[config.mk]
export PLATFORM = sky130hd
export DESIGN_NAME = relative_strength_index_alarm
export DESIGN_NICKNAME = d
export VERILOG_FILES = /design/src/sv/rsia_pkg.sv /design/src/sv/relative_strength_index_alarm.sv /design/src/sv/rsia_ctrl.sv /design/src/sv/rsia_datapath.sv
export VERILOG_INCLUDE_DIRS = /design/src /design/src/sv
export SDC_FILE = /design/constraint.sdc
export NUM_CORES = 2
export LEC_CHECK = 0
export ABC_AREA = 0
export BUFFER_PORTS_ARGS = -buffer_cell sky130_fd_sc_hd__clkbuf_2
export CORE_ASPECT_RATIO = 1.1
export CORE_MARGIN = 8
export CORE_UTILIZATION = 35
export DETAILED_ROUTE_END_ITERATION = 10
export GPL_TIMING_DRIVEN = 0
export MAX_ROUTING_LAYER = met4
export PLACE_DENSITY = 0.53
export SLEW_MARGIN = 40
export SYNTH_ARGS = -nofsm -noshare
export SYNTH_HDL_FRONTEND = slang
export SYNTH_SLANG_ARGS = --single-unit
[constraint.sdc]
create_clock -name aclk -period 8.31 [get_ports aclk]
set_clock_uncertainty 0.2 [all_clocks]
set_input_delay 1.662 -clock aclk [delete_from_list [all_inputs] [get_ports aclk]]
set_output_delay 1.662 -clock aclk [all_outputs]
set_load 0.01 [all_outputs]
[src/sv/assert_macros.svh]
// ----------------------------------------------------------------------------
// Assertion macros
// Immediate-consequence and next-cycle property checks on aclk with
// aresetn held low disabling the check.
// ----------------------------------------------------------------------------
`ifndef ASSERT_MACROS_SVH
`define ASSERT_MACROS_SVH

// The consequent must hold in the same cycle as the antecedent.
`define RSIA_ASSERT_NOW(label, ante, cons, msg) \
    label: assert property (@(posedge aclk) disable iff (!aresetn) (ante) |-> (cons)) \
        else $error(msg);

// The consequent must hold in the cycle after the antecedent.
`define RSIA_ASSERT_NEXT(label, ante, cons, msg) \
    label: assert property (@(posedge aclk) disable iff (!aresetn) (ante) |=> (cons)) \
        else $error(msg);

`endif

[src/sv/rsia_pkg.sv]
// ----------------------------------------------------------------------------
// rsia_pkg
// Widths, constants, register codes and the command and status types shared
// by the strength index controller and datapath.
// ----------------------------------------------------------------------------
`default_nettype none

package rsia_pkg;

    localparam int SAMPLE_WIDTH    = 32;
    localparam int MEAN_WIDTH      = 48;
    localparam int INDEX_WIDTH     = 15;
    localparam int PERIOD_WIDTH    = 8;
    localparam int COUNT_WIDTH     = 32;
    localparam int CFG_INDEX_WIDTH = 2;
    localparam int CFG_DATA_WIDTH  = 15;
    localparam int NUM_WIDTH       = MEAN_WIDTH + INDEX_WIDTH;
    localparam int STEP_WIDTH      = $clog2(MEAN_WIDTH);

    typedef logic [INDEX_WIDTH-1:0]     index_t;
    typedef logic [MEAN_WIDTH-1:0]      mean_t;
    typedef logic [PERIOD_WIDTH-1:0]    period_t;
    typedef logic [STEP_WIDTH-1:0]      step_t;
    typedef logic [CFG_INDEX_WIDTH-1:0] cfg_index_t;

    localparam index_t  INDEX_FULL    = INDEX_WIDTH'(25600);
    localparam index_t  INDEX_MID     = INDEX_WIDTH'(12800);
    localparam index_t  INDEX_NO_LOSS = INDEX_WIDTH'(25347);
    localparam period_t PERIOD_RESET  = PERIOD_WIDTH'(14);
    localparam index_t  HIGH_RESET    = INDEX_WIDTH'(17920);
    localparam index_t  LOW_RESET     = INDEX_WIDTH'(7680);

    localparam cfg_index_t REG_PERIOD = CFG_INDEX_WIDTH'(0);
    localparam cfg_index_t REG_HIGH   = CFG_INDEX_WIDTH'(1);
    localparam cfg_index_t REG_LOW    = CFG_INDEX_WIDTH'(2);

    localparam step_t PDIV_LAST = STEP_WIDTH'(MEAN_WIDTH - 1);
    localparam step_t IDIV_LAST = STEP_WIDTH'(INDEX_WIDTH - 1);

    typedef struct packed {
        logic cfg_write;
        logic take_in;
        logic clear_all;
        logic seed;
        logic delta;
        logic accum;
        logic div_load;
        logic wild_load;
        logic pdiv_step;
        logic mean_wb;
        logic scale;
        logic idiv_step;
        logic index_wb;
        logic out_load;
    } rsia_cmd_t;

    typedef struct packed {
        logic op_clear;
        logic seeded;
        logic warm_active;
        logic warm_last;
    } rsia_status_t;

endpackage

`default_nettype wire

[src/sv/relative_strength_index_alarm.sv]
// ----------------------------------------------------------------------------
// relative_strength_index_alarm
// Wilder-smoothed relative strength index over signed fixed-point samples,
// with overbought and oversold levels and rising-edge alarms.
// ----------------------------------------------------------------------------
// One request is handled at a time and each gives exactly one result. A clear
// or the first sample after a clear goes from the prepare state straight to
// the output state, a warmup sample that does not complete the warmup also
// passes the accumulate state, and every sample that produces a fresh index
// has its means divided by the period in a two-lane bit-serial divider and
// then gets its index from a serial divider. A finished result waits in the
// output register while the next request is accepted. Configuration writes
// are accepted only between requests, and any write to a listed register
// restarts the warmup.
`default_nettype none

`include "assert_macros.svh"

module relative_strength_index_alarm (
    input  wire logic                                     aclk,
    input  wire logic                                     aresetn,
    input  wire logic                                     s_valid,
    output logic                                          s_ready,
    input  wire logic                                     s_operation,
    input  wire logic signed [rsia_pkg::SAMPLE_WIDTH-1:0] s_sample,
    output logic                                          m_valid,
    input  wire logic                                     m_ready,
    output logic [rsia_pkg::INDEX_WIDTH-1:0]              m_index_value,
    output logic                                          m_index_valid,
    output logic                                          m_overbought_level,
    output logic                                          m_oversold_level,
    output logic                                          m_overbought_rise,
    output logic                                          m_oversold_rise,
    output logic [rsia_pkg::COUNT_WIDTH-1:0]              m_sample_count,
    input  wire logic                                     cfg_valid,
    output logic                                          cfg_ready,
    input  wire logic [rsia_pkg::CFG_INDEX_WIDTH-1:0]     cfg_index,
    input  wire logic [rsia_pkg::CFG_DATA_WIDTH-1:0]      cfg_data
);
    import rsia_pkg::*;

    rsia_cmd_t    cmd;
    rsia_status_t status;

    rsia_ctrl u_ctrl (
        .aclk      (aclk),
        .aresetn   (aresetn),
        .s_valid   (s_valid),
        .s_ready   (s_ready),
        .m_valid   (m_valid),
        .m_ready   (m_ready),
        .cfg_valid (cfg_valid),
        .cfg_ready (cfg_ready),
        .status    (status),
        .cmd       (cmd)
    );

    rsia_datapath u_datapath (
        .aclk               (aclk),
        .aresetn            (aresetn),
        .cmd                (cmd),
        .status             (status),
        .s_operation        (s_operation),
        .s_sample           (s_sample),
        .cfg_index          (cfg_index),
        .cfg_data           (cfg_data),
        .m_index_value      (m_index_value),
        .m_index_valid      (m_index_valid),
        .m_overbought_level (m_overbought_level),
        .m_oversold_level   (m_oversold_level),
        .m_overbought_rise  (m_overbought_rise),
        .m_oversold_rise    (m_oversold_rise),
        .m_sample_count     (m_sample_count)
    );

    `RSIA_ASSERT_NOW(a_index_range, m_valid, m_index_value <= INDEX_FULL, "index over range")
    `RSIA_ASSERT_NOW(a_ob_rise_fresh, m_valid && m_overbought_rise, m_index_valid, "stale alarm")
    `RSIA_ASSERT_NOW(a_os_rise_fresh, m_valid && m_oversold_rise, m_index_valid, "stale alarm")
    `RSIA_ASSERT_NOW(a_ob_level, m_valid && m_overbought_rise, m_overbought_level, "no level")
    `RSIA_ASSERT_NEXT(a_one_request, s_valid && s_ready, !s_ready, "request accepted while busy")

endmodule

`default_nettype wire

[src/sv/rsia_ctrl.sv]
// ----------------------------------------------------------------------------
// rsia_ctrl
// Sequencer for the strength index: handshakes, step counting for the serial
// dividers and the command word that drives the datapath.
// ----------------------------------------------------------------------------
`default_nettype none

module rsia_ctrl (
    input  wire logic                 aclk,
    input  wire logic                 aresetn,
    input  wire logic                 s_valid,
    output logic                      s_ready,
    output logic                      m_valid,
    input  wire logic                 m_ready,
    input  wire logic                 cfg_valid,
    output logic                      cfg_ready,
    input  wire rsia_pkg::rsia_status_t status,
    output rsia_pkg::rsia_cmd_t       cmd
);
    import rsia_pkg::*;

    localparam logic [3:0] S_IDLE  = 4'd0;
    localparam logic [3:0] S_PREP  = 4'd1;
    localparam logic [3:0] S_ACC   = 4'd2;
    localparam logic [3:0] S_PDIV  = 4'd3;
    localparam logic [3:0] S_MEAN  = 4'd4;
    localparam logic [3:0] S_SCALE = 4'd5;
    localparam logic [3:0] S_IDIV  = 4'd6;
    localparam logic [3:0] S_INDEX = 4'd7;
    localparam logic [3:0] S_OUT   = 4'd8;

    logic [3:0] state_reg, state_next;
    step_t      step_reg, step_next;
    logic       m_valid_reg, m_valid_next;
    logic       idle;

    assign idle      = (state_reg == S_IDLE);
    assign cfg_ready = idle;
    assign s_ready   = idle && !cfg_valid;
    assign m_valid   = m_valid_reg;

    always_comb begin
        state_next   = state_reg;
        step_next    = step_reg;
        m_valid_next = m_valid_reg && !m_ready;
        cmd          = '0;
        case (state_reg)
            S_IDLE: begin
                if (cfg_valid) begin
                    cmd.cfg_write = 1'b1;
                end else if (s_valid) begin
                    cmd.take_in = 1'b1;
                    state_next  = S_PREP;
                end
            end
            S_PREP: begin
                if (status.op_clear) begin
                    cmd.clear_all = 1'b1;
                    state_next    = S_OUT;
                end else if (!status.seeded) begin
                    cmd.seed   = 1'b1;
                    state_next = S_OUT;
                end else begin
                    cmd.delta  = 1'b1;
                    state_next = S_ACC;
                end
            end
            S_ACC: begin
                step_next = '0;
                if (status.warm_active) begin
                    cmd.accum = 1'b1;
                    if (status.warm_last) begin
                        cmd.div_load = 1'b1;
                        state_next   = S_PDIV;
                    end else begin
                        state_next = S_OUT;
                    end
                end else begin
                    cmd.wild_load = 1'b1;
                    state_next    = S_PDIV;
                end
            end
            S_PDIV: begin
                cmd.pdiv_step = 1'b1;
                step_next     = step_reg + 1'b1;
                if (step_reg == PDIV_LAST) begin
                    state_next = S_MEAN;
                end
            end
            S_MEAN: begin
                cmd.mean_wb = 1'b1;
                state_next  = S_SCALE;
            end
            S_SCALE: begin
                cmd.scale  = 1'b1;
                step_next  = '0;
                state_next = S_IDIV;
            end
            S_IDIV: begin
                cmd.idiv_step = 1'b1;
                step_next     = step_reg + 1'b1;
                if (step_reg == IDIV_LAST) begin
                    state_next = S_INDEX;
                end
            end
            S_INDEX: begin
                cmd.index_wb = 1'b1;
                state_next   = S_OUT;
            end
            S_OUT: begin
                if (!m_valid_reg || m_ready) begin
                    cmd.out_load = 1'b1;
                    m_valid_next = 1'b1;
                    state_next   = S_IDLE;
                end
            end
            default: begin
                state_next = S_IDLE;
            end
        endcase
    end

    always_ff @(posedge aclk) begin
        if (!aresetn) begin
            state_reg   <= S_IDLE;
            step_reg    <= '0;
            m_valid_reg <= 1'b0;
        end else begin
            state_reg   <= state_next;
            step_reg    <= step_next;
            m_valid_reg <= m_valid_next;
        end
    end

endmodule

`default_nettype wire

[src/sv/rsia_datapath.sv]
// ----------------------------------------------------------------------------
// rsia_datapath
// Configuration registers, running means, a two-lane bit-serial divider by
// the period, a serial index divider, threshold flags and the result register.
// ----------------------------------------------------------------------------
`default_nettype none

module rsia_datapath (
    input  wire logic                                   aclk,
    input  wire logic                                   aresetn,
    input  wire rsia_pkg::rsia_cmd_t                    cmd,
    output rsia_pkg::rsia_status_t                      status,
    input  wire logic                                   s_operation,
    input  wire logic signed [rsia_pkg::SAMPLE_WIDTH-1:0] s_sample,
    input  wire logic [rsia_pkg::CFG_INDEX_WIDTH-1:0]   cfg_index,
    input  wire logic [rsia_pkg::CFG_DATA_WIDTH-1:0]    cfg_data,
    output logic [rsia_pkg::INDEX_WIDTH-1:0]            m_index_value,
    output logic                                        m_index_valid,
    output logic                                        m_overbought_level,
    output logic                                        m_oversold_level,
    output logic                                        m_overbought_rise,
    output logic                                        m_oversold_rise,
    output logic [rsia_pkg::COUNT_WIDTH-1:0]            m_sample_count
);
    import rsia_pkg::*;

    // Control and running state.
    period_t                 period_reg, period_next;
    index_t                  high_reg, high_next;
    index_t                  low_reg, low_next;
    logic                    seeded_reg, seeded_next;
    period_t                 warm_reg, warm_next;
    mean_t                   gmean_reg, gmean_next;
    mean_t                   lmean_reg, lmean_next;
    logic                    was_ob_reg, was_ob_next;
    logic                    was_os_reg, was_os_next;
    index_t                  held_reg, held_next;
    logic                    ob_level_reg, ob_level_next;
    logic                    os_level_reg, os_level_next;
    logic [COUNT_WIDTH-1:0]  count_reg, count_next;
    logic signed [SAMPLE_WIDTH-1:0] last_reg, last_next;

    // Working registers.
    logic                    op_reg, op_next;
    logic signed [SAMPLE_WIDTH-1:0] sample_reg, sample_next;
    logic [SAMPLE_WIDTH-1:0] gain_reg, gain_next;
    logic [SAMPLE_WIDTH-1:0] loss_reg, loss_next;
    logic                    warm_mode_reg, warm_mode_next;
    logic                    gain_up_reg, gain_up_next;
    logic                    loss_up_reg, loss_up_next;
    mean_t                   gq_reg, gq_next;
    mean_t                   lq_reg, lq_next;
    period_t                 gr_reg, gr_next;
    period_t                 lr_reg, lr_next;
    mean_t                   rem_reg, rem_next;
    index_t                  iq_reg, iq_next;
    mean_t                   den_reg, den_next;
    logic                    special_reg, special_next;
    index_t                  special_idx_reg, special_idx_next;
    logic                    fresh_reg, fresh_next;
    logic                    ob_rise_reg, ob_rise_next;
    logic                    os_rise_reg, os_rise_next;

    // Result register.
    index_t                  out_index_reg, out_index_next;
    logic                    out_valid_reg, out_valid_next;
    logic                    out_ob_reg, out_ob_next;
    logic                    out_os_reg, out_os_next;
    logic                    out_ob_rise_reg, out_ob_rise_next;
    logic                    out_os_rise_reg, out_os_rise_next;
    logic [COUNT_WIDTH-1:0]  out_count_reg, out_count_next;

    // Combinational helpers.
    period_t                 p_eff;
    logic                    cfg_hit;
    logic [SAMPLE_WIDTH:0]   delta, delta_neg;
    logic [MEAN_WIDTH:0]     gsum, lsum;
    mean_t                   gsum_sat, lsum_sat;
    mean_t                   gain_x, loss_x;
    logic                    gain_up, loss_up;
    mean_t                   gdiff, ldiff;
    logic [PERIOD_WIDTH:0]   gtrial, ltrial;
    logic                    gge, lge;
    logic                    halve;
    mean_t                   gs, ls, dsum;
    logic [NUM_WIDTH-1:0]    num;
    logic [MEAN_WIDTH:0]     itrial;
    logic                    ige;
    index_t                  new_index;
    logic                    ob_now, os_now;

    assign p_eff   = (period_reg == '0) ? PERIOD_WIDTH'(1) : period_reg;
    assign cfg_hit = (cfg_index == REG_PERIOD) || (cfg_index == REG_HIGH)
                     || (cfg_index == REG_LOW);

    assign delta     = {sample_reg[SAMPLE_WIDTH-1], sample_reg}
                       - {last_reg[SAMPLE_WIDTH-1], last_reg};
    assign delta_neg = '0 - delta;

    assign gsum     = {1'b0, gmean_reg} + (MEAN_WIDTH + 1)'(gain_reg);
    assign lsum     = {1'b0, lmean_reg} + (MEAN_WIDTH + 1)'(loss_reg);
    assign gsum_sat = gsum[MEAN_WIDTH] ? '1 : gsum[MEAN_WIDTH-1:0];
    assign lsum_sat = lsum[MEAN_WIDTH] ? '1 : lsum[MEAN_WIDTH-1:0];

    assign gain_x  = MEAN_WIDTH'(gain_reg);
    assign loss_x  = MEAN_WIDTH'(loss_reg);
    assign gain_up = gain_x >= gmean_reg;
    assign loss_up = loss_x >= lmean_reg;
    assign gdiff   = gain_up ? gain_x - gmean_reg : gmean_reg - gain_x;
    assign ldiff   = loss_up ? loss_x - lmean_reg : lmean_reg - loss_x;

    assign gtrial = {gr_reg, gq_reg[MEAN_WIDTH-1]};
    assign ltrial = {lr_reg, lq_reg[MEAN_WIDTH-1]};
    assign gge    = gtrial >= {1'b0, p_eff};
    assign lge    = ltrial >= {1'b0, p_eff};

    assign halve = gmean_reg[MEAN_WIDTH-1] || lmean_reg[MEAN_WIDTH-1];
    assign gs    = halve ? gmean_reg >> 1 : gmean_reg;
    assign ls    = halve ? lmean_reg >> 1 : lmean_reg;
    assign dsum  = gs + ls;
    assign num   = NUM_WIDTH'(gs) * NUM_WIDTH'(INDEX_FULL) + NUM_WIDTH'(dsum >> 1);

    assign itrial = {rem_reg, iq_reg[INDEX_WIDTH-1]};
    assign ige    = itrial >= {1'b0, den_reg};

    assign new_index = special_reg ? special_idx_reg : iq_reg;
    assign ob_now    = new_index > high_reg;
    assign os_now    = new_index < low_reg;

    assign status.op_clear    = op_reg;
    assign status.seeded      = seeded_reg;
    assign status.warm_active = warm_reg < p_eff;
    assign status.warm_last   = ((PERIOD_WIDTH + 1)'(warm_reg) + 1'b1)
                                == (PERIOD_WIDTH + 1)'(p_eff);

    always_comb begin
        period_next      = period_reg;
        high_next        = high_reg;
        low_next         = low_reg;
        seeded_next      = seeded_reg;
        warm_next        = warm_reg;
        gmean_next       = gmean_reg;
        lmean_next       = lmean_reg;
        was_ob_next      = was_ob_reg;
        was_os_next      = was_os_reg;
        held_next        = held_reg;
        ob_level_next    = ob_level_reg;
        os_level_next    = os_level_reg;
        count_next       = count_reg;
        last_next        = last_reg;
        op_next          = op_reg;
        sample_next      = sample_reg;
        gain_next        = gain_reg;
        loss_next        = loss_reg;
        warm_mode_next   = warm_mode_reg;
        gain_up_next     = gain_up_reg;
        loss_up_next     = loss_up_reg;
        gq_next          = gq_reg;
        lq_next          = lq_reg;
        gr_next          = gr_reg;
        lr_next          = lr_reg;
        rem_next         = rem_reg;
        iq_next          = iq_reg;
        den_next         = den_reg;
        special_next     = special_reg;
        special_idx_next = special_idx_reg;
        fresh_next       = fresh_reg;
        ob_rise_next     = ob_rise_reg;
        os_rise_next     = os_rise_reg;
        out_index_next   = out_index_reg;
        out_valid_next   = out_valid_reg;
        out_ob_next      = out_ob_reg;
        out_os_next      = out_os_reg;
        out_ob_rise_next = out_ob_rise_reg;
        out_os_rise_next = out_os_rise_reg;
        out_count_next   = out_count_reg;

        if (cmd.cfg_write) begin
            case (cfg_index)
                REG_PERIOD: period_next = cfg_data[PERIOD_WIDTH-1:0];
                REG_HIGH:   high_next   = cfg_data[INDEX_WIDTH-1:0];
                REG_LOW:    low_next    = cfg_data[INDEX_WIDTH-1:0];
                default:    ;
            endcase
        end

        if ((cmd.cfg_write && cfg_hit) || cmd.clear_all) begin
            last_next   = '0;
            seeded_next = 1'b0;
            warm_next   = '0;
            gmean_next  = '0;
            lmean_next  = '0;
            was_ob_next = 1'b0;
            was_os_next = 1'b0;
        end

        if (cmd.clear_all) begin
            held_next     = INDEX_MID;
            ob_level_next = 1'b0;
            os_level_next = 1'b0;
            count_next    = '0;
        end

        if (cmd.take_in) begin
            op_next      = s_operation;
            sample_next  = s_sample;
            fresh_next   = 1'b0;
            ob_rise_next = 1'b0;
            os_rise_next = 1'b0;
        end

        if (cmd.seed) begin
            count_next  = count_reg + 1'b1;
            last_next   = sample_reg;
            seeded_next = 1'b1;
        end

        if (cmd.delta) begin
            count_next = count_reg + 1'b1;
            last_next  = sample_reg;
            gain_next  = (!delta[SAMPLE_WIDTH] && (delta != '0))
                         ? delta[SAMPLE_WIDTH-1:0] : '0;
            loss_next  = delta[SAMPLE_WIDTH] ? delta_neg[SAMPLE_WIDTH-1:0] : '0;
        end

        if (cmd.accum) begin
            gmean_next = gsum_sat;
            lmean_next = lsum_sat;
            warm_next  = warm_reg + 1'b1;
        end

        if (cmd.div_load) begin
            warm_mode_next = 1'b1;
            gq_next        = gsum_sat;
            lq_next        = lsum_sat;
            gr_next        = '0;
            lr_next        = '0;
        end

        if (cmd.wild_load) begin
            warm_mode_next = 1'b0;
            gain_up_next   = gain_up;
            loss_up_next   = loss_up;
            gq_next        = gdiff;
            lq_next        = ldiff;
            gr_next        = '0;
            lr_next        = '0;
        end

        if (cmd.pdiv_step) begin
            gr_next = gge ? PERIOD_WIDTH'(gtrial - {1'b0, p_eff}) : gtrial[PERIOD_WIDTH-1:0];
            lr_next = lge ? PERIOD_WIDTH'(ltrial - {1'b0, p_eff}) : ltrial[PERIOD_WIDTH-1:0];
            gq_next = {gq_reg[MEAN_WIDTH-2:0], gge};
            lq_next = {lq_reg[MEAN_WIDTH-2:0], lge};
        end

        if (cmd.mean_wb) begin
            if (warm_mode_reg) begin
                gmean_next = gq_reg;
                lmean_next = lq_reg;
            end else begin
                gmean_next = gain_up_reg ? gmean_reg + gq_reg : gmean_reg - gq_reg;
                lmean_next = loss_up_reg ? lmean_reg + lq_reg : lmean_reg - lq_reg;
            end
        end

        if (cmd.scale) begin
            special_next     = (lmean_reg == '0);
            special_idx_next = (gmean_reg != '0) ? INDEX_NO_LOSS : INDEX_MID;
            den_next         = dsum;
            rem_next         = num[NUM_WIDTH-1 -: MEAN_WIDTH];
            iq_next          = num[INDEX_WIDTH-1:0];
        end

        if (cmd.idiv_step) begin
            rem_next = ige ? MEAN_WIDTH'(itrial - {1'b0, den_reg})
                           : itrial[MEAN_WIDTH-1:0];
            iq_next  = {iq_reg[INDEX_WIDTH-2:0], ige};
        end

        if (cmd.index_wb) begin
            held_next     = new_index;
            ob_level_next = ob_now;
            os_level_next = os_now;
            ob_rise_next  = ob_now && !was_ob_reg;
            os_rise_next  = os_now && !was_os_reg;
            was_ob_next   = ob_now;
            was_os_next   = os_now;
            fresh_next    = 1'b1;
        end

        if (cmd.out_load) begin
            out_index_next   = held_reg;
            out_valid_next   = fresh_reg;
            out_ob_next      = ob_level_reg;
            out_os_next      = os_level_reg;
            out_ob_rise_next = ob_rise_reg;
            out_os_rise_next = os_rise_reg;
            out_count_next   = count_reg;
        end
    end

    always_ff @(posedge aclk) begin
        if (!aresetn) begin
            period_reg   <= PERIOD_RESET;
            high_reg     <= HIGH_RESET;
            low_reg      <= LOW_RESET;
            seeded_reg   <= 1'b0;
            warm_reg     <= '0;
            gmean_reg    <= '0;
            lmean_reg    <= '0;
            was_ob_reg   <= 1'b0;
            was_os_reg   <= 1'b0;
            held_reg     <= INDEX_MID;
            ob_level_reg <= 1'b0;
            os_level_reg <= 1'b0;
            count_reg    <= '0;
            last_reg     <= '0;
            op_reg       <= 1'b0;
            fresh_reg    <= 1'b0;
            ob_rise_reg  <= 1'b0;
            os_rise_reg  <= 1'b0;
        end else begin
            period_reg   <= period_next;
            high_reg     <= high_next;
            low_reg      <= low_next;
            seeded_reg   <= seeded_next;
            warm_reg     <= warm_next;
            gmean_reg    <= gmean_next;
            lmean_reg    <= lmean_next;
            was_ob_reg   <= was_ob_next;
            was_os_reg   <= was_os_next;
            held_reg     <= held_next;
            ob_level_reg <= ob_level_next;
            os_level_reg <= os_level_next;
            count_reg    <= count_next;
            last_reg     <= last_next;
            op_reg       <= op_next;
            fresh_reg    <= fresh_next;
            ob_rise_reg  <= ob_rise_next;
            os_rise_reg  <= os_rise_next;
        end
    end

    always_ff @(posedge aclk) begin
        sample_reg      <= sample_next;
        gain_reg        <= gain_next;
        loss_reg        <= loss_next;
        warm_mode_reg   <= warm_mode_next;
        gain_up_reg     <= gain_up_next;
        loss_up_reg     <= loss_up_next;
        gq_reg          <= gq_next;
        lq_reg          <= lq_next;
        gr_reg          <= gr_next;
        lr_reg          <= lr_next;
        rem_reg         <= rem_next;
        iq_reg          <= iq_next;
        den_reg         <= den_next;
        special_reg     <= special_next;
        special_idx_reg <= special_idx_next;
        out_index_reg   <= out_index_next;
        out_valid_reg   <= out_valid_next;
        out_ob_reg      <= out_ob_next;
        out_os_reg      <= out_os_next;
        out_ob_rise_reg <= out_ob_rise_next;
        out_os_rise_reg <= out_os_rise_next;
        out_count_reg   <= out_count_next;
    end

    assign m_index_value      = out_index_reg;
    assign m_index_valid      = out_valid_reg;
    assign m_overbought_level = out_ob_reg;
    assign m_oversold_level   = out_os_reg;
    assign m_overbought_rise  = out_ob_rise_reg;
    assign m_oversold_rise    = out_os_rise_reg;
    assign m_sample_count     = out_count_reg;

endmodule

`default_nettype wire

# --- Yosys cells after proc, flatten, opt, wreduce, memory -nomap -nowiden ---
# Index checks and enable logic that the tools add are counted.
word_totals:
  wordCells: 220
  register_bits: 631
  output_inout_bits: 55
op_classes:
  muxes: 89
  reduce_logical: 40
  n_lt_le_gt_ge: 8
  eq_ne: 18
  n_mul: 1
  addsub: 21
op_table:
  columns: ["cell", "n"]
  rows:
  - ["2-to-1 mux 48 bit", 24]
  - ["2-to-1 mux 32 bit", 6]
  - ["adder 48 bit", 3]
  - ["subtractor 48 bit", 3]
  - ["adder 48 x 32 -> 49 bit", 2]
  - ["greater-or-equal comparator 32 x 48 -> 1 bit", 2]
  - ["subtractor 32 x 48 -> 48 bit", 2]
  - ["subtractor 48 x 32 -> 48 bit", 2]
  - ["2-to-1 mux 15 bit", 6]
  - ["2-to-1 mux 8 bit", 9]
  - ["adder 63 x 47 -> 63 bit", 1]
  - ["multiplier 48 x 5 -> 53 bit, second input constant", 1]
  - ["greater-or-equal comparator 49 x 48 -> 1 bit", 1]
  - ["zero test 48 bit", 1]
  - ["nonzero test 48 bit", 1]
  - ["2-to-1 mux 4 bit", 9]
  - ["one-hot mux 4 bit (9 select lines)", 1]
  - ["nonzero test 33 bit", 1]
  - ["subtractor 32 x 32 -> 33 bit", 1]
  - ["adder 32 x 1 -> 32 bit, second input constant", 1]
  - ["subtractor 1 x 32 -> 32 bit, first input constant", 1]
  - ["2-to-1 mux 1 bit", 28]
  - ["greater-or-equal comparator 9 x 8 -> 1 bit", 2]
  - ["== test 4 x 3 -> 1 bit, second input constant", 4]
  - ["other kinds (31)", 65]

# --- Longest topological paths before layout ---
depth:
  word_depth: 9
  mapped_depth: 36

# --- Modules after synthesis ---
# Synthesis repeated with hierarchy kept, for this count alone.
hier_totals:
  hier_cells: 7986
  area_unflattened_um2: 62772.7
by_module_without_submodules:
  columns: ["module", "instances", "cells_per_inst", "seq_area_each_um2", "area_per_inst_um2"]
  rows:
  - ["rsia_datapath", 1, 7890, 15915.3, 62029.5]
  - ["rsia_ctrl", 1, 96, 220.2, 743.2]

# --- Least setup slack after synthesis ---
# No wires, ideal clock.
synth_timing:
  kind: "reg-to-reg"
  from: "register u_datapath.gmean_reg[47]"
  to: "register u_datapath.rem_reg[46], data pin"
  required_time_ns: 7.842
  setup_slack_ns: 0.787
  arrival_ns: 7.055
  path_stages_with_launch: 34
  n_path_buf: 6
  path_cell_list: "dfxtp_1 -> buf_2 -> nor2_1 -> buf_2 -> buf_2 -> buf_1 -> clkbuf_1 -> buf_1 -> nand2_1 -> o21ai_0 -> ha_1 -> ha_1 -> ha_1 -> xor2_1 -> ha_1 -> o211ai_1 -> o211ai_1 -> a211oi_1 -> inv_1 -> a21oi_1 -> xnor2_1 -> ha_1 -> a21o_1 -> a21oi_1 -> o21ai_0 -> a21oi_1 -> o21ai_1 -> a31oi_1 -> o41a_1 -> nand3b_1 -> or2_1 -> nor4b_2 -> xor2_1 -> mux2i_1"
synth_via:
  elab_chain_len: 6
synth_lines:
  columns: ["element", "line_no", "text"]
  rows:
  - ["from (decl)", "rsia_datapath.sv:33", "mean_t gmean_reg, gmean_next;"]
  - ["from (signal assigned)", "rsia_datapath.sv:329", "gmean_reg <= gmean_next;"]
  - ["logical OR 1 bit", "rsia_datapath.sv:117", "assign halve = gmean_reg[MEAN_WIDTH-1] || lmean_reg[MEAN_WIDTH-1];"]
  - ["2-to-1 mux 48 bit, on equally long branches", "rsia_datapath.sv:118, rsia_datapath.sv:119", null]
  - ["multiplier 48 x 5 -> 53 bit or adder 48 bit (tied branches)", "rsia_datapath.sv:121, rsia_datapath.sv:120", null]
  - ["adder 63 x 47 -> 63 bit *", "rsia_datapath.sv:121", "assign num = NUM_WIDTH'(gs) * NUM_WIDTH'(INDEX_FULL) + NUM_WIDTH'(dsum >> 1);"]
  - ["2-to-1 mux 48 bit *", "rsia_datapath.sv:267", "if (cmd.scale) begin"]
  - ["2-to-1 mux 48 bit *", "rsia_datapath.sv:275", "if (cmd.idiv_step) begin"]
  - ["named net u_datapath.rem_next[46]", "rsia_datapath.sv:55", "mean_t rem_reg, rem_next;"]
  - ["to (signal assigned)", "rsia_datapath.sv:356", "rem_reg <= rem_next;"]
  - ["to (decl)", "rsia_datapath.sv:55", null]
# The timed path passes the listed nets; every way through them passes the cells marked *. The select of a mux whose other input is x is not followed.
# A chain may end at the register's enable or synchronous reset.

# --- Worst setup path in the final report ---
layout_timing:
  from: "register u_datapath.gmean_reg[47]"
  to: "register u_datapath.rem_reg[36], data pin"
# Same word-level chain as after synthesis.

==> impl_metrics.ini <==
[finish]
fin_util_pct = 39.3
finalNonFillerCells = 11100
final_cell_area_um2 = 72100
layout.nets = 9334
fill_cells = 19300
syn2layout_area_growth_pct = 12.0
drive_gt1_share_pct = 7.55

[yosys]
yosysUniqueCellTypes = 108
synth_top_cells_by_count = a21oi_1, nand2_1, nor2_1
synth_compound_area_share_pct = 26.4
synth_top_family_by_area = compound AO/OA/AOI/OAI gates
synth_edf_count = 376
synthCells = 8340
synth_most_common_cell = a21oi_1
seq_area_frac_synth_pct = 25.1
yosys.area.top_type = edfxtp_1
synth_area_um2 = 64400
synth_xor_area_share_pct = 7.62
yosys.area_share.simple_pct = 18.5
synthAdderAreaFrac_pct = 14.3
yosysTopAreaCellShare_pct = 17.5
ys_seq_elements = 618
synth_area_leaders = edfxtp_1, ha_1, dfxtp_1, a21oi_1, nand2_1
avgSynthCellArea_um2 = 7.72
synth_ff_type = edfxtp_1
synth_warnings = 0
async_flop_share_pct = 0
synth_mux_area_share_pct = 1.56

[global_routing]
grt_use_total_pct = 32.1
first_global_vias = 64000
grt_max_degree = 45
grt_pass1_wl_um = 455000
overflow = 0
antenna_found_initial = 16

[setup_path]
start_kind = register
r2r_slack_ns = 0.24
r2r-start = u_datapath.gmean_reg[47]
timing.rr.end = u_datapath.rem_reg[36]
worstPathRequired_ns = 8.56
cp_slowest_stage_delay_ns = 0.58
slowest_stage = o21ai_0
worstRegToRegCells = 33
worstPathArrival_ns = 8.32
path_max_fanout = 19
endpoint_kind = register
critical_path_class = register to register

[cts]
insertion_delay_ns = 0.76
cts_hold_buffers = 0
cts_buffer_depth = 3
cts_tree = done
cts_root_buf = clkbuf_16
htree_levels = 3
cts_sinks = 618
path_clk_slew_ns = 0.06
numCtsBuffers = 80

[place]
dpl_cell_area_um2 = 68800
dp_hpwl_um = 265000
gp_congestion = 1.11
io_buffer_count = 109
post-place-cells = 10900

[routing]
wirelength_um = 325000
drt_iter0_markers = 7257
drc = 0
avgRoutedWirePerCell_um = 29.3
viasPerCell = 6.02
firstDrtPassIters = 6
num_vias = 66800
postRouteAntennaNets = 0

[timing]
final_hold_viol_count = 0
max_freq_mhz = 124
holdWs_ns = 0.238
fin_crit_ns = 8.07
slew_viol_final = 0
period_share_pct = 97.1
slew-limit-headroom_pct = 33.7
worst_pin_slew_ns = 0.982
setup_violations = 0

[floorplan]
dieWidth_um = 425
start_util_pct = 35.1
design.core.area_um2 = 183000
io_pins = 110
die-area_um2 = 198000
fp.dieH_um = 466
rows = 165

[power_and_ir_drop]
peakVddDrop_v = 0.000169
total_power_mw = 10.1
power_density_nw_per_um2 = 140
p_leak_nw = 30.3

[worst_hold_path]
holdPathStages = 0
hold-path-endpoint = u_datapath.m_index_value[3]
min-delay-start = u_datapath.held_reg[3]
hold_path_class = register to register

[run]
timing.max_cap.violations = 0

[outcome]
status = finished clean
-- metal layers --
layer,track usage [%],up-vias,wire (um)
li1,-,30400,-
met1,36.8,32200,124000
met2,51.4,3217,147000
met3,5.75,941,26600
met4,21.4,0,27100
met5,-,-,0
-- critical path: cells and delay by family, from the launching register on --
family,cells,cell delay [ns]
compound gates,13,2.94
fa+ha+maj,5,1.74
buf+inv,8,1.28
simple gates,5,0.77
xor+xnor,2,0.40
flops,1,0.39
-- cell families (layout without fill, tap and decap cells) --
family | Yosys count | in the layout
muxes | 96 | 96
other | 2 | 24
adders and majority gates | 704 | 704
DFF | 618 | 618
buffers and inverters | 1113 | 1416
and+or+nand+nor | 2537 | 2537
AOI/OAI and AO/OA | 2710 | 2710
xor gates and xnor gates | 560 | 560
-- power breakdown --
part,internal [mW],switching [mW],leakage [nW]
Combinational,0.888,1.95,23.6
Clock,2.17,1.63,1.35
Sequential,3.36,0.100,5.41
-- layout by cell type, fill, tap and decap left out, types with 232 or more instances in the layout --
master    count
xor2_1      232
edfxtp_1    376
inv_1       674
o21ai_0     536
nor2_1      740
nand2_1     777
ha_1        645
a21o_1      252
clkbuf_1    260
a21oi_1     816
xnor2_1     319
-- worst max-delay path by stage --
stage | startpoint | endpoint | slack [ns] | cells past startpoint
floorplan | u_datapath.gmean_reg[47] | u_datapath.rem_reg[46] | 0.79 | 33
global placement | u_datapath.gmean_reg[47] | u_datapath.rem_reg[40] | -2.21 | 36
detailed placement | u_datapath.gmean_reg[47] | u_datapath.rem_reg[46] | -2.01 | 36
CTS | u_datapath.lmean_reg[47] | u_datapath.rem_reg[36] | 0.02 | 33
global route | u_datapath.gmean_reg[47] | u_datapath.rem_reg[36] | -0.02 | 35
finish | u_datapath.gmean_reg[47] | u_datapath.rem_reg[36] | 0.24 | 33
-- repair_timing --
| item | CTS | global route |
|---|---|---|
| cloned | 0 | 0 |
| endpoints found under the hold margin | 0 | 0 |
| gates resized for setup | 54 | 41 |
| endpoints found under the setup margin | 44 | 19 |
| pin swaps | 7 | 8 |
| buffers inserted | 7 | 8 |
-- metrics by stage --
| stage | TNS, ns | worst slack [ns] |
|---|---|---|
| global placement | -271.82 | -2.21 |
| floorplan | 0 | 0.787 |
| global route | -0.0268 | -0.0194 |
| CTS | 0 | 0.0219 |
| detailed placement | -51.19 | -2.01 |
| finish | 0 | 0.238 |
-- final cells by class --
class                      count  area (um^2)  share of cell area (%)
timing repair buffer         156         1100                    1.53
clock buffer                  98         2120                    2.94
multi-input combinational   6610        44500                    61.8
inverter                     679         2550                    3.54
clock inverter                52          694                   0.963
antenna                       21         52.6                  0.0729
tap                         2421         3030                    4.20
sequential                   618        16100                    22.4
buffer                       431         1880                    2.61
Note: power is estimated with default switching activity, not from simulation.
